==> src/rtl/lzw_fifo.sv <==
// Small register queue used on both sides of the compressor engine.
`default_nettype none
module lzw_fifo #(
  parameter int unsigned WIDTH = 9,
  parameter int unsigned DEPTH = 2
) (
  input  wire logic             clk,
  input  wire logic             rst,
  input  wire logic             push,
  input  wire logic [WIDTH-1:0] wdata,
  output logic                  full,
  input  wire logic             pop,
  output logic [WIDTH-1:0]      rdata,
  output logic                  empty
);
  localparam int unsigned PtrW = (DEPTH > 1) ? $clog2(DEPTH) : 1;
  localparam int unsigned CntW = $clog2(DEPTH + 1);

  logic [WIDTH-1:0] mem [DEPTH];
  logic [PtrW-1:0]  wr_ptr;
  logic [PtrW-1:0]  rd_ptr;
  logic [CntW-1:0]  count;
  logic             do_push;
  logic             do_pop;

  assign full    = (count == CntW'(DEPTH));
  assign empty   = (count == '0);
  assign do_push = push && !full;
  assign do_pop  = pop && !empty;
  assign rdata   = mem[rd_ptr];

  always_ff @(posedge clk) begin
    if (do_push) begin
      mem[wr_ptr] <= wdata;
    end
  end

  always_ff @(posedge clk) begin
    if (rst) begin
      wr_ptr <= '0;
      rd_ptr <= '0;
      count  <= '0;
    end else begin
      if (do_push) begin
        wr_ptr <= (wr_ptr == PtrW'(DEPTH - 1)) ? '0 : wr_ptr + 1'b1;
      end
      if (do_pop) begin
        rd_ptr <= (rd_ptr == PtrW'(DEPTH - 1)) ? '0 : rd_ptr + 1'b1;
      end
      count <= count + CntW'(do_push) - CntW'(do_pop);
    end
  end

  a_count_bound: assert property (@(posedge clk) disable iff (rst)
    count <= CntW'(DEPTH)) else $error("queue count overflow");
  a_full_holds: assert property (@(posedge clk) disable iff (rst)
    full && !pop |=> full) else $error("full dropped without a pop");
  a_empty_holds: assert property (@(posedge clk) disable iff (rst)
    empty && !push |=> empty) else $error("empty dropped without a push");

endmodule
`default_nettype wire

==> config.mk <==
export PLATFORM = sky130hd
export DESIGN_NAME = lzw_fifo
export DESIGN_NICKNAME = d
export VERILOG_FILES = /design/src/rtl/lzw_fifo.sv
export SDC_FILE = /design/constraint.sdc
export NUM_CORES = 1
export LEC_CHECK = 0
export BUFFER_PORTS_ARGS = -buffer_cell sky130_fd_sc_hd__buf_2
export CORE_MARGIN = 4
export CORE_UTILIZATION = 53
export CTS_BUF_LIST = sky130_fd_sc_hd__clkbuf_16
export CTS_CLUSTER_SIZE = 20
export DETAILED_ROUTE_END_ITERATION = 6
export PLACE_DENSITY = 0.81
export SYNTH_ARGS = -nofsm -noshare
export SYNTH_HDL_FRONTEND = slang
export SYNTH_SLANG_ARGS = --single-unit
==> constraint.sdc <==
create_clock -name clk -period 3.7 [get_ports clk]
set_input_delay 0.555 -clock clk [delete_from_list [all_inputs] [get_ports clk]]
set_output_delay 0.555 -clock clk [all_outputs]
set_load 0.05 [all_outputs]
# After elaboration in Yosys (flattened, before gate mapping)
# Memory sizes are Yosys's and may differ from the RTL's. A register that Yosys moved wholly into a read port is not among the register bits.
# Index checks and enable logic that the tools add are counted.
dict set report word_totals {
  regBits 4
  in_bits 13
  out_inout_bits 11
  mem_count 1
  ram_bits 18
}
dict set report op_classes {
  reduce_logical 5
  eq_ne 1
  mux 6
  n_addsub 4
}
# name depth word_bits rd rd_ports_with_merged_regs write_ports line
set memory_table {}
lappend memory_table {mem 2 9 1 1 1 19} ;# logic [WIDTH-1:0] mem [DEPTH];
# op count
set ops {}
lappend ops {{$mux 1} 6}
lappend ops {{$add 1x1->1 const B} 2}
lappend ops {{$add 2x1->2} 1}
lappend ops {{$eq 2x2->1 const B} 1}
lappend ops {{$logic_and 1x1->1} 2}
lappend ops {{$logic_not 1->1} 2}
lappend ops {{$logic_not 2->1} 1}
lappend ops {{$sub 2x1->2} 1}

# Logic depth before layout (Yosys ltp)
# Gate-level depths: netlist (run 1).
dict set report logic_depth {
  ltp_word 5
  mapped_depth 8
}

# Worst setup path after synthesis (run 1)
# OpenSTA, ideal clock, no wires.
dict set report synth_path {
  path_kind {input to register}
  start {in pop}
  end {reg count[1]}
  n_path_buf 0
  slack_ns 2.103
  required_ns 3.622
  setup_time_ns 0.078
  arrival_time_ns 1.519
  cell_stages 7
  path_cell_list {o21a_2 -> ha_1 -> inv_1 -> ha_1 -> xor2_1 -> and2_1 -> nor3_1}
}
dict set report synth_between {
  elab_chain_cells 2
}
# element line
set synth_lines {}
lappend synth_lines {{start: declaration} 12} ;# input wire logic pop,
lappend synth_lines {{$logic_and 1x1->1} 29} ;# assign do_pop = pop && !empty;
lappend synth_lines {{$sub 2x1->2} 50} ;# count <= count + CntW'(do_push) - CntW'(do_pop);
lappend synth_lines {{end signal: assignment} 50}
lappend synth_lines {{end: declaration} 22} ;# logic [CntW-1:0] count;
# Every way passes these cells.
# A chain may end at the register's enable or synchronous reset.

==> summary.md, run 1 <==
| Metric | Value |
|---|---|
| Initial Util | `around 57%` |
| Post-Place Cells | `between 90 and 100` |
| First-iteration detailed-routing DRC count | `4` |
| Relative slew slack | `approximately three quarters` |
| Number of global-route vias before repair | `~560` |
| Syn-to-layout area delta | `23.7%` |
| WP data arrival | `about 1.4 ns` |
| Synthesized area | `882 sq um` |
| Total setup buffers inserted after CTS | `0` |
| Inserted Diodes | `0` |
| Final ANT Viol Nets | `0` |
| Worst Path Required | `3.14 ns` |
| Clock Tree Root | `clkbuf_16` |
| Remaining Overflow, GRT | `0` |
| Height of the chip | `approximately 49 um` |
| NumNets Final | `just under 100` |
| Count of state elements after synthesis | `23` |
| Vias/cell | `5.12` |
| CTS sink count | `23` |
| Initial antenna violation count | `0` |
| Reg clk slew, reported paths | `~0.060 ns` |
| Via count | `roughly 500` |
| Gr usage total | `a little over an eighth` |
| Worst-margin pin slew | `0.369 ns` |
| Most frequent cells in the layout | `buf_2 (23), edfxtp_1 (18), mux2_2 (9), dfxtp_1 (5)` |
| LEAKAGE | `about 0.46 nW` |
| Global-route layer with the greatest usage | `met2` |
| CP max stage cell | `dfxtp_1` |
| Largest net degree at the start of global routing | `13` |
| Max stage delay on crit path | `~0.54 ns` |
| Layout Cells excl Fill | `just under 100` |
| PwrDens | `around 860 nW/um^2` |
| Count of pins over their slew limit | `0` |
| WHS Path Cells | `1` |
| Max_cap viols | `0` |
| Warning count from the yosys run | `0` |
| Mean Syn Cell Area | `~16 sq um` |
| CP Launch Type | `flip-flop` |
| Post-Synth XOR/XNOR Area | `1.99%` |
| Met2 Track Usage GR | `21.7%` |
| VDD IR-drop max | `about 0.67 mV` |
| DRT Wirelength | `around 1300 um` |
| Routability-driven placement congestion ratio | `between 0.6 and 0.7` |
| Final setup vio count | `0` |
| Worst hold slack | `around 0.49 ns` |
| RSZ-0062 raised after global routing | `false` |
| HP Class | `in -> reg` |
| H-tree depth | `1` |
| Most common cell after layout, fill and taps aside | `buf_2` |
| Hpwl dp | `approximately 930 um` |
| Post-synthesis net count | `70` |
| Remaining DRCs | `0` |
| TritonCTS clock tree | `built` |
| Post-route minimum period | `about 1.9 ns` |
| Inserted Clock Buffers | `3` |
| Maximum clock path buffer count | `2` |
| GR Util met3 | `under 10%` |
| Maximum net fanout on the critical path | `9` |
| Die W | `between 40 and 50 um` |
| CP Cell Sequence | `mux2_2, buf_2` |
| Clock skew | `~0.0014 ns` |
| Post-Route Setup TNS | `0 ns` |
| Met1 Use GR | `between 10% and 20%` |
| Num ports | `24` |
| Final Util | `between 70% and 80%` |
| Part of the cycle the worst path needs | `a little over half` |
| Global-route wire length before repair | `between 2000 and 2500 um` |
| Placed inst area | `a little over 1000 sq um` |
| DR pass1 iterations | `2` |
| Crit path kind | `reg -> out` |
| Worst Slack Setup Final | `approximately 1.8 ns` |
| Die ar. | `2380 sq um` |
| Overall power | `roughly 0.94 mW` |
| Complex-gate fraction of the synthesized area | `2.13%` |
| Seq/Total Area, Yosys | `around 73%` |
| Rows | `14` |
| Share of layout cells above drive strength 1 | `between 40% and 50%` |
| Clk Latency, worst-skew pair | `between 0.2 and 0.3 ns` |
| Status | `complete, no violations` |
| Design area | `1090 sq um` |
| Unique cell type count in the Yosys netlist | `20` |
| FMAX | `just over 500 MHz` |
| IO Port Bufs | `23` |
| Mux contribution to synthesized area | `between 10% and 20%` |
| Post-CTS sizing | `0` |
| Drt wl/cell | `~14 um` |
| Crit end category | `output pin` |
| Simple-gate share of the synthesized area | `6.67%` |
| Main combinational cell family by area after synthesis | `multiplexers` |
| Place WS | `roughly 1.9 ns` |
| Core area | `between 1500 and 2000 sq um` |
| Adder-Cell Fraction of Synth Area | `approximately 2.8%` |
| Final Hold Fails | `0` |
| Reg2reg path depth | `8` |
| Cells after Synth | `55` |
| CTS Hold Bufs | `0` |
## power breakdown
group	leakage, nW	switching, mW	total (mW)	internal [mW]
logic	0.207	0.244	0.352	0.108
registers	0.209	0.0329	0.367	0.334
clock network	0.0423	0.0782	0.222	0.144
## layout make-up
cell class | count | area, sq um
flip-flops and latches | 23 | 641
fillers | 121 | 450
multi-input cells | 27 | 221
repair buffers | 23 | 115
clock buffers | 3 | 75.1
well taps | 16 | 20.0
inverters | 4 | 15.0
clock inverters | 1 | 3.75
## state kept, by name, summed over array words and instances (netlist names), named ones only
signal	cells
count	2
mem	18
rd_ptr	1
wr_ptr	1
## worst max-delay path: cells and delay by family, from the launching register on
family                 cells  cell delay [ns]
flip-flops                 1             0.54
multiplexers               1             0.39
buffers and inverters      1             0.21
## layer usage
layer / wire [um] / vias up
met5: 0 / -
li1: - / 248
met1: 557 / 229
met4: 44 / 0
met2: 660 / 16
met3: 77 / 4
## synthesized netlist by cell type, drive strengths merged
cell type / n / area [sq um]
inv: 4 / 15.0
nor2b: 1 / 6.26
xor2: 1 / 8.76
edfxtp: 18 / 541
nand2: 1 / 3.75
and2: 1 / 6.26
nor3: 1 / 5.00
ha: 2 / 25.0
xnor2: 1 / 8.76
o21ai: 1 / 5.00
buf: 1 / 5.00
nor2: 4 / 15.0
o21a: 1 / 8.76
or3: 1 / 6.26
a21oi: 1 / 5.00
mux2: 9 / 101
nand2b: 1 / 8.76
and3: 1 / 7.51
dfxtp: 5 / 100
## worst paths after layout
kind | start | end | slack (ns)
worst max-delay path | flip-flop | rdata[0] | 1.76
worst min-delay path | wdata[7] | mem[1][7] | 0.49
worst min register to register | wr_ptr | wr_ptr | 0.50
worst max register to register | count[0] | count[1] | 2.12
## kinds of logic after synthesis
| kind of cell | after synthesis |
|---|---|
| muxes | 9 |
| DFF | 23 |
| AOI/OAI and AO/OA | 3 |
| buffers and inverters | 5 |
| and+or+nand+nor | 11 |
| xor gates and xnor gates | 2 |
| adders and majority gates | 2 |
Power figures use the tool's default switching activity.
==> inputs of run 2 (changes only) <==
--- a/config.mk
+++ b/config.mk
@@ -5,13 +5,14 @@
 export SDC_FILE = /design/constraint.sdc
 export NUM_CORES = 1
 export LEC_CHECK = 0
+export ABC_AREA = 1
 export BUFFER_PORTS_ARGS = -buffer_cell sky130_fd_sc_hd__buf_2
 export CORE_MARGIN = 4
-export CORE_UTILIZATION = 53
+export CORE_UTILIZATION = 45
 export CTS_BUF_LIST = sky130_fd_sc_hd__clkbuf_16
 export CTS_CLUSTER_SIZE = 20
 export DETAILED_ROUTE_END_ITERATION = 6
-export PLACE_DENSITY = 0.81
+export PLACE_DENSITY = 0.72
 export SYNTH_ARGS = -nofsm -noshare
 export SYNTH_HDL_FRONTEND = slang
 export SYNTH_SLANG_ARGS = --single-unit
==> constraint.sdc (replaced) <==
create_clock -name clk -period 1.6 [get_ports clk]
set_input_delay 0.24 -clock clk [delete_from_list [all_inputs] [get_ports clk]]
set_output_delay 0.24 -clock clk [all_outputs]
set_load 0.05 [all_outputs]
==> run 2 against run 1 <==
Against the previous run: setup slack worse by 1.7 ns; clock power rose by 130%; global-route usage is 3.2 points lower; count of clock-buffer cells in the layout is the same; clock skew is essentially flat; first-iteration DRC count is 25% lower; total power increased by 140%; die area grew 21%; non-clock buffer count is 2 higher; synthesized cell count rose by 22%; critical path depth rose by 1; largest power group is now combinational logic.
==> summary.md, run 2 <==
| Metric | Value |
|---|---|
| CP Launch Type | `flip-flop` |
| Reg clk slew, reported paths | `0.06 ns (about the same)` |
| LEAKAGE | `0.531 nW (+16%)` |
| Count of state elements after synthesis | `23 (unchanged)` |
| Clock skew | `0.00103 ns (-0.000323 ns)` |
| Top reg by flops | `mem` |
| Core area | `1980 sq um (+29%)` |
| Critical path depth in cells | `3 (+1)` |
| Warning count from the yosys run | `0 (unchanged)` |
| Place WS | `0.0345 ns (-1.89 ns)` |
| Part of the cycle the worst path needs | `94.9%` |
| WHS Path Cells | `2 (+1)` |
| Syn-to-layout area delta | `25.6%` |
| HP Class | `in -> reg` |
| Maximum clock path buffer count | `2 (unchanged)` |
| Largest register FFs | `18 (unchanged)` |
| Crit path kind | `reg -> out` |
| CP max stage cell | `mux2_4` |
| CP Cell Sequence | `buf_4, mux2_4, buf_2` |
| First-iteration detailed-routing DRC count | `3 (-1)` |
| Die W | `53.8 um (+10%)` |
| Sequential share of power | `37.1% (-1.9 points)` |
| Status | `complete, no violations` |
| Commonest cells post-synth | `edfxtp_1 (18), inv_1 (10), mux2_4 (9)` |
| NumNets Final | `111 (+14%)` |
| R2r startpoint | `count[0]` |
| Die ar. | `2890 sq um (+21%)` |
| Vias/cell | `4.43 (-13%)` |
| Mean Syn Cell Area | `14.1 sq um (-12%)` |
| Initial Util | `47.6% (-9.6 points)` |
| Final setup vio count | `0 (unchanged)` |
| RSZ-0062 raised after global routing | `false` |
| Cells after Synth | `67 (+22%)` |
| Clock power frac | `22.9% (-0.7 points)` |
| Max stage delay on crit path | `0.31 ns (-0.23 ns)` |
| FMAX | `659 MHz` |
| Relative slew slack | `77.3% (+2.0 points)` |
| VDD IR-drop max | `1.22 mV (+82%)` |
| Maximum net fanout on the critical path | `9 (unchanged)` |
| EDFF count, synth | `18 (unchanged)` |
| Drt wl/cell | `10.5 um (-24%)` |
| H-tree depth | `1 (unchanged)` |
| Crit end category | `output pin` |
| Count of pins over their slew limit | `0 (unchanged)` |
| Synth area leaders | `edfxtp_1 (57%), mux2_4 (14%), dfxtp_1 (11%)` |
| Synthesized area | `943 sq um (+7.0%)` |
| Num ports | `24 (unchanged)` |
| PwrDens | `1890 nW/um^2 (+120%)` |
| Height of the chip | `53.8 um (+10%)` |
| Worst Slack Setup Final | `0.0816 ns (-1.67 ns)` |
| Unique cell type count in the Yosys netlist | `11 (-45%)` |
| Post-Route Setup TNS | `0 ns (unchanged)` |
| DR pass1 iterations | `3 (+1)` |
| Largest net degree at the start of global routing | `14 (+1)` |
| Sw power | `0.835 mW (+140%)` |
| Final ANT Viol Nets | `0 (unchanged)` |
| Final Hold Fails | `0 (unchanged)` |
| Hold Crit Start | `rst` |
| Inserted Clock Buffers | `3 (unchanged)` |
| TritonCTS clock tree | `built` |
| WP data arrival | `1.28 ns (-0.11 ns)` |
| Remaining Overflow, GRT | `0 (unchanged)` |
| Remaining DRCs | `0 (unchanged)` |
| Hpwl dp | `972 um (+4.9%)` |
| Post-route minimum period | `1.52 ns` |
| Via count | `541 (+8.9%)` |
| CTS sink count | `23 (unchanged)` |
| Worst Path Required | `1.36 ns (-1.78 ns)` |
| Most common cell after layout, fill and taps aside | `buf_2` |
| Routability-driven placement congestion ratio | `0.669 (-4.1%)` |
| Max_cap viols | `0 (unchanged)` |
| Inserted Diodes | `0 (unchanged)` |
| Clk Latency, worst-skew pair | `0.25 ns (about the same)` |
| CTS Hold Bufs | `0 (unchanged)` |
| Internal | `1.40 mW (+140%)` |
| DRT Wirelength | `1280 um (-4.8%)` |
| Comb pwr share | `40.0% (+2.6 points)` |
| Ys flop type | `edfxtp_1` |
| Post-synth top area share | `57.3% (-4.0 points)` |
| Post-synth ARST share | `0% (unchanged)` |
| Number of global-route vias before repair | `495 (-11%)` |
| Net Sw Frac | `37.3% (-0.36 points)` |
| # fillers | `160 (+32%)` |
| Post-synthesis net count | `82 (+17%)` |
| Most frequent cells in the layout | `buf_2 (23), edfxtp_1 (18), inv_1 (10), mux2_4 (9)` |
| Delay-heaviest family, CP | `buffers and inverters` |
| IO Port Bufs | `23 (unchanged)` |
| Count leader, synth | `edfxtp_1` |
| Reg2reg path depth | `10 (+2)` |
| Gr usage total | `9.82% (-3.2 points)` |
| Rows | `16 (+2)` |
| Area leader, netlist | `edfxtp_1` |
| Final Util | `59.8% (-11 points)` |
| Initial antenna violation count | `0 (unchanged)` |
| Share of layout cells above drive strength 1 | `44.2% (-3.9 points)` |
| Clock Tree Root | `clkbuf_16` |
| Worst-margin pin slew | `0.339 ns (-0.0301 ns)` |
| Largest registers | `mem (18), count (2)` |
| WP buf/inv | `2 (+1)` |
| Global-route wire length before repair | `1890 um (-19%)` |
| Seq/Total Area, Yosys | `67.9% (-4.7 points)` |
run 2: layout make-up:
class | count | area (sq um) | share of cell area (%)
sequential | 23 | 642 | 54.2
tap | 27 | 33.8 | 2.85
inverter | 10 | 37.5 | 3.17
clock inverter | 1 | 5.00 | 0.422
multi-input combinational | 33 | 262 | 22.1
timing repair buffer | 25 | 130 | 11.0
clock buffer | 3 | 75.1 | 6.34
run 2: power by group through the flow:
stage | Clock, mW | Combinational [mW] | Sequential, mW
floorplan | 0 | 0.749 | 0.827
global placement | 0 | 0.890 | 0.832
detailed placement | 0 | 0.898 | 0.837
CTS | 0.524 | 0.900 | 0.826
global route | 0.554 | 0.968 | 0.842
finish | 0.513 | 0.893 | 0.829
run 2: final timing paths:
| path | slack (ns) | end |
|---|---|---|
| worst max-delay path | 0.08 | rdata[4] |
| worst min-delay path | 0.15 | count[0] |
| worst max register to register | 0.12 | count[1] |
| worst min register to register | 0.51 | wr_ptr |
run 2: cells by family (layout without fill, tap and decap cells):
kind of cell | count (synthesis) | after routing | share of synthesized area [%]
compound gates | 2 | 2 | 1.06
fa+ha+maj | 2 | 2 | 2.65
mux | 9 | 9 | 14.3
flops | 23 | 23 | 67.9
simple gates | 20 | 20 | 8.89
buf+inv | 11 | 39 | 5.17
run 2: through the flow:
| step | std cells | hold slack, ns | instance area, sq um | total power [mW] |
|---|---|---|---|---|
| final | 122 | 0.145 | 1180 | 2.24 |
| after global routing | 122 | 0.156 | 1180 | 2.36 |
| after CTS | 122 | 0.150 | 1180 | 2.25 |
| after detailed placement | 118 | 0.414 | 1100 | 1.73 |
| after global placement | 118 | 0.410 | 1100 | 1.72 |
| after floorplan | 67 | 0.311 | 948 | 1.58 |
run 2: layer usage:
metal	track usage, %	share of wire [%]	vias up	wire length [um]
li1	-	-	279	-
met1	9.11	40	244	506
met2	17.9	52	16	663
met3	1.66	6.5	2	83
met4	8.94	1.7	0	22
met5	0	0	-	0
run 2: what timing repair did:
item / CTS / global route
setup buffers: 0 / 0
gates resized for setup: 0 / 2
setup endpoints to repair: 0 / 1
==> inputs of run 3 (changes only) <==
--- a/config.mk
+++ b/config.mk
@@ -12,7 +12,7 @@
 export CTS_BUF_LIST = sky130_fd_sc_hd__clkbuf_16
 export CTS_CLUSTER_SIZE = 20
 export DETAILED_ROUTE_END_ITERATION = 6
-export PLACE_DENSITY = 0.72
+export PLACE_DENSITY = 0.78
 export SYNTH_ARGS = -nofsm -noshare
 export SYNTH_HDL_FRONTEND = slang
 export SYNTH_SLANG_ARGS = --single-unit
==> run 3 against run 2 <==
Against the previous run: setup slack worse by 0.021 ns; worst hold slack worse by 0.0020 ns; clock power hardly changed; combinational power is 5.2% higher; first-iteration DRC count grew to 3.3 times the previous value; sequential cell count stayed put; maximum frequency is 1.4% lower; via count is 5.0% higher; total power is 2.5% higher; die area stayed put; count of clock-buffer cells in the layout stayed put; critical path type unchanged; largest power group unchanged.
==> summary.md, run 3 (same netlist as run 2, synthesis figures left out) <==
| Metric | Value |
|---|---|
| Status | `complete, no violations` |
| Crit end category | `output pin` |
| Routability-driven placement congestion ratio | `0.711 (+6.3%)` |
| Most common cell after layout, fill and taps aside | `buf_2` |
| Worst-margin pin slew | `0.351 ns (+0.0113 ns)` |
| Remaining DRCs | `0 (unchanged)` |
| Reg clk slew, reported paths | `0.06 ns (about the same)` |
| Most frequent cells in the layout | `buf_2 (23), edfxtp_1 (18), inv_1 (10), mux2_4 (9), nor2_1 (7)` |
| WP data arrival | `1.30 ns (+0.02 ns)` |
| Top reg by flops | `mem` |
| Net Sw Frac | `37.8% (+0.45 points)` |
| FMAX | `650 MHz (-1.4%)` |
| Largest net degree at the start of global routing | `14 (unchanged)` |
| Syn-to-layout area delta | `27.6%` |
| Worst Path Required | `1.36 ns (about the same)` |
| Sequential share of power | `36.6% (-0.5 points)` |
| VDD IR-drop max | `1.51 mV (+23%)` |
| Global-route wire length before repair | `2330 um (+23%)` |
| DRT Wirelength | `1510 um (+18%)` |
| Inserted Clock Buffers | `3 (unchanged)` |
| NumNets Final | `112 (+0.90%)` |
| Post-route minimum period | `1.54 ns (+0.0209 ns)` |
| Area of the multi-input gates | `270 sq um (+3.3%)` |
| Vias/cell | `4.62 (+4.1%)` |
| Part of the cycle the worst path needs | `96.2% (+1.3 points)` |
| # fillers | `167 (+4.4%)` |
| Largest registers | `mem (18), count (2)` |
| Number of global-route vias before repair | `577 (+17%)` |
| Core area | `1980 sq um (unchanged)` |
| IO Port Bufs | `23 (unchanged)` |
| Met2 Track Usage GR | `21.8% (+3.8 points)` |
| Final Hold Fails | `0 (unchanged)` |
| Initial antenna violation count | `0 (unchanged)` |
| Final setup vio count | `0 (unchanged)` |
| GR Util met3 | `2.22% (+0.55 points)` |
| Initial Util | `47.6% (unchanged)` |
| Via count | `568 (+5.0%)` |
| CP Launch Type | `flip-flop` |
| TritonCTS clock tree | `built` |
| Sw power | `0.866 mW (+3.7%)` |
| Internal | `1.42 mW (+1.7%)` |
| Maximum clock path buffer count | `2 (unchanged)` |
| Global-route layer with the greatest usage | `met2` |
| Count of pins over their slew limit | `0 (unchanged)` |
| Rows | `16 (unchanged)` |
| Gr usage total | `11.9% (+2.0 points)` |
| Drt wl/cell | `12.3 um (+17%)` |
| Reg area | `644 sq um (+0.39%)` |
| Remaining Overflow, GRT | `0 (unchanged)` |
| LEAKAGE | `0.534 nW (+0.49%)` |
| Relative slew slack | `76.6% (-0.76 points)` |
| CTS sink count | `23 (unchanged)` |
| Clk Latency, worst-skew pair | `0.25 ns (about the same)` |
| Met1 Use GR | `11.6% (+2.5 points)` |
| Die W | `53.8 um (unchanged)` |
| Layout Cells excl Fill | `123 (+0.82%)` |
| Max_cap viols | `0 (unchanged)` |
| Final ANT Viol Nets | `0 (unchanged)` |
| Share of layout cells above drive strength 1 | `47.9% (+3.7 points)` |
| HP Class | `in -> reg` |
| Post-Route Setup TNS | `0 ns (unchanged)` |
| First-iteration detailed-routing DRC count | `10 (+7)` |
| Inserted Diodes | `0 (unchanged)` |
| Die ar. | `2890 sq um (unchanged)` |
| RSZ-0062 raised after global routing | `false` |
| Clock skew | `0.00335 ns (+0.00233 ns)` |
| Crit path kind | `reg -> out` |
| Largest register FFs | `18 (unchanged)` |
| Height of the chip | `53.8 um (unchanged)` |
| Comb pwr share | `41.0% (+1.0 points)` |
| H-tree depth | `1 (unchanged)` |
| DR pass1 iterations | `3 (unchanged)` |
| Maximum net fanout on the critical path | `9 (unchanged)` |
| Overall power | `2.29 mW (+2.5%)` |
| Num ports | `24 (unchanged)` |
| Clock Tree Root | `clkbuf_16` |
| PwrDens | `1900 nW/um^2 (+0.87%)` |
| Post-Place Cells | `119 (+0.85%)` |
| Clock power frac | `22.4% (-0.5 points)` |
-- run 3: cell types whose count changed in the layout (fill, tap and decap cells not counted) --
cell	previous run	this run
a21oi_1	2	1
a21oi_2	0	1
buf_4	2	3
dfxtp_2	1	0
dfxtp_4	0	1
ha_1	2	1
ha_2	0	1
nand2_1	7	6
nand2_2	1	2
-- run 3: path summary, 6_finish.rpt --
| check | from | endpoint | slack, ns | depth (start not counted) |
|---|---|---|---|---|
| max | flip-flop | rdata[5] | 0.06 | 3 |
| min | rst | count[0] | 0.14 | 2 |
| max reg2reg | count[1] | count[1] | 0.11 | 10 |
| min reg2reg | rd_ptr | rd_ptr | 0.50 | 2 |
-- run 3: layout make-up --
class / count / area share (%)
Sequential cell: 23 / 53.5
Multi-Input combinational cell: 33 / 22.5
Timing Repair Buffer: 26 / 11.4
Clock buffer: 3 / 6.24
Inverter: 10 / 3.12
Tap cell: 27 / 2.81
Clock inverter: 1 / 0.416
-- run 3: power groups by stage --
stage | Combinational, mW | Clock, mW | Sequential (mW)
final | 0.939 | 0.514 | 0.838
after CTS | 0.930 | 0.526 | 0.827
after floorplan | 0.749 | 0 | 0.827
after detailed placement | 0.926 | 0 | 0.838
after global placement | 0.902 | 0 | 0.832
after global routing | 1.02 | 0.554 | 0.849
-- run 3: metal layers --
layer  part of all wire [%]  vias to the layer above  wire [um]
li1                       -                      284          -
met1                     37                      265        556
met2                     54                       17        810
met3                    7.8                        2        117
met4                    1.5                        0         23
met5                      0                        -          0
-- run 3: through the flow --
step	utilization [%]	hold slack, ns	setup WS [ns]	area, sq um
floorplan	-	0.311	0.0283	948
global placement	55.9	0.411	0.127	1110
detailed placement	55.9	0.414	0.0274	1110
CTS	60.0	0.150	0.00292	1190
global route	60.7	0.156	0.0148	1200
finish	60.7	0.143	0.0607	1200
-- run 3: worst max-delay path: stages (launching register included) --
cell	delay [ns]
dfxtp_1	0.31
buf_4	0.20
mux2_4	0.32
buf_2	0.21
-- run 3: repair_timing --
action,4_1_cts,5_1_grt
setup buffers,0,0
setup endpoints to repair,0,1
gates resized for setup,0,6
hold buffers,0,0
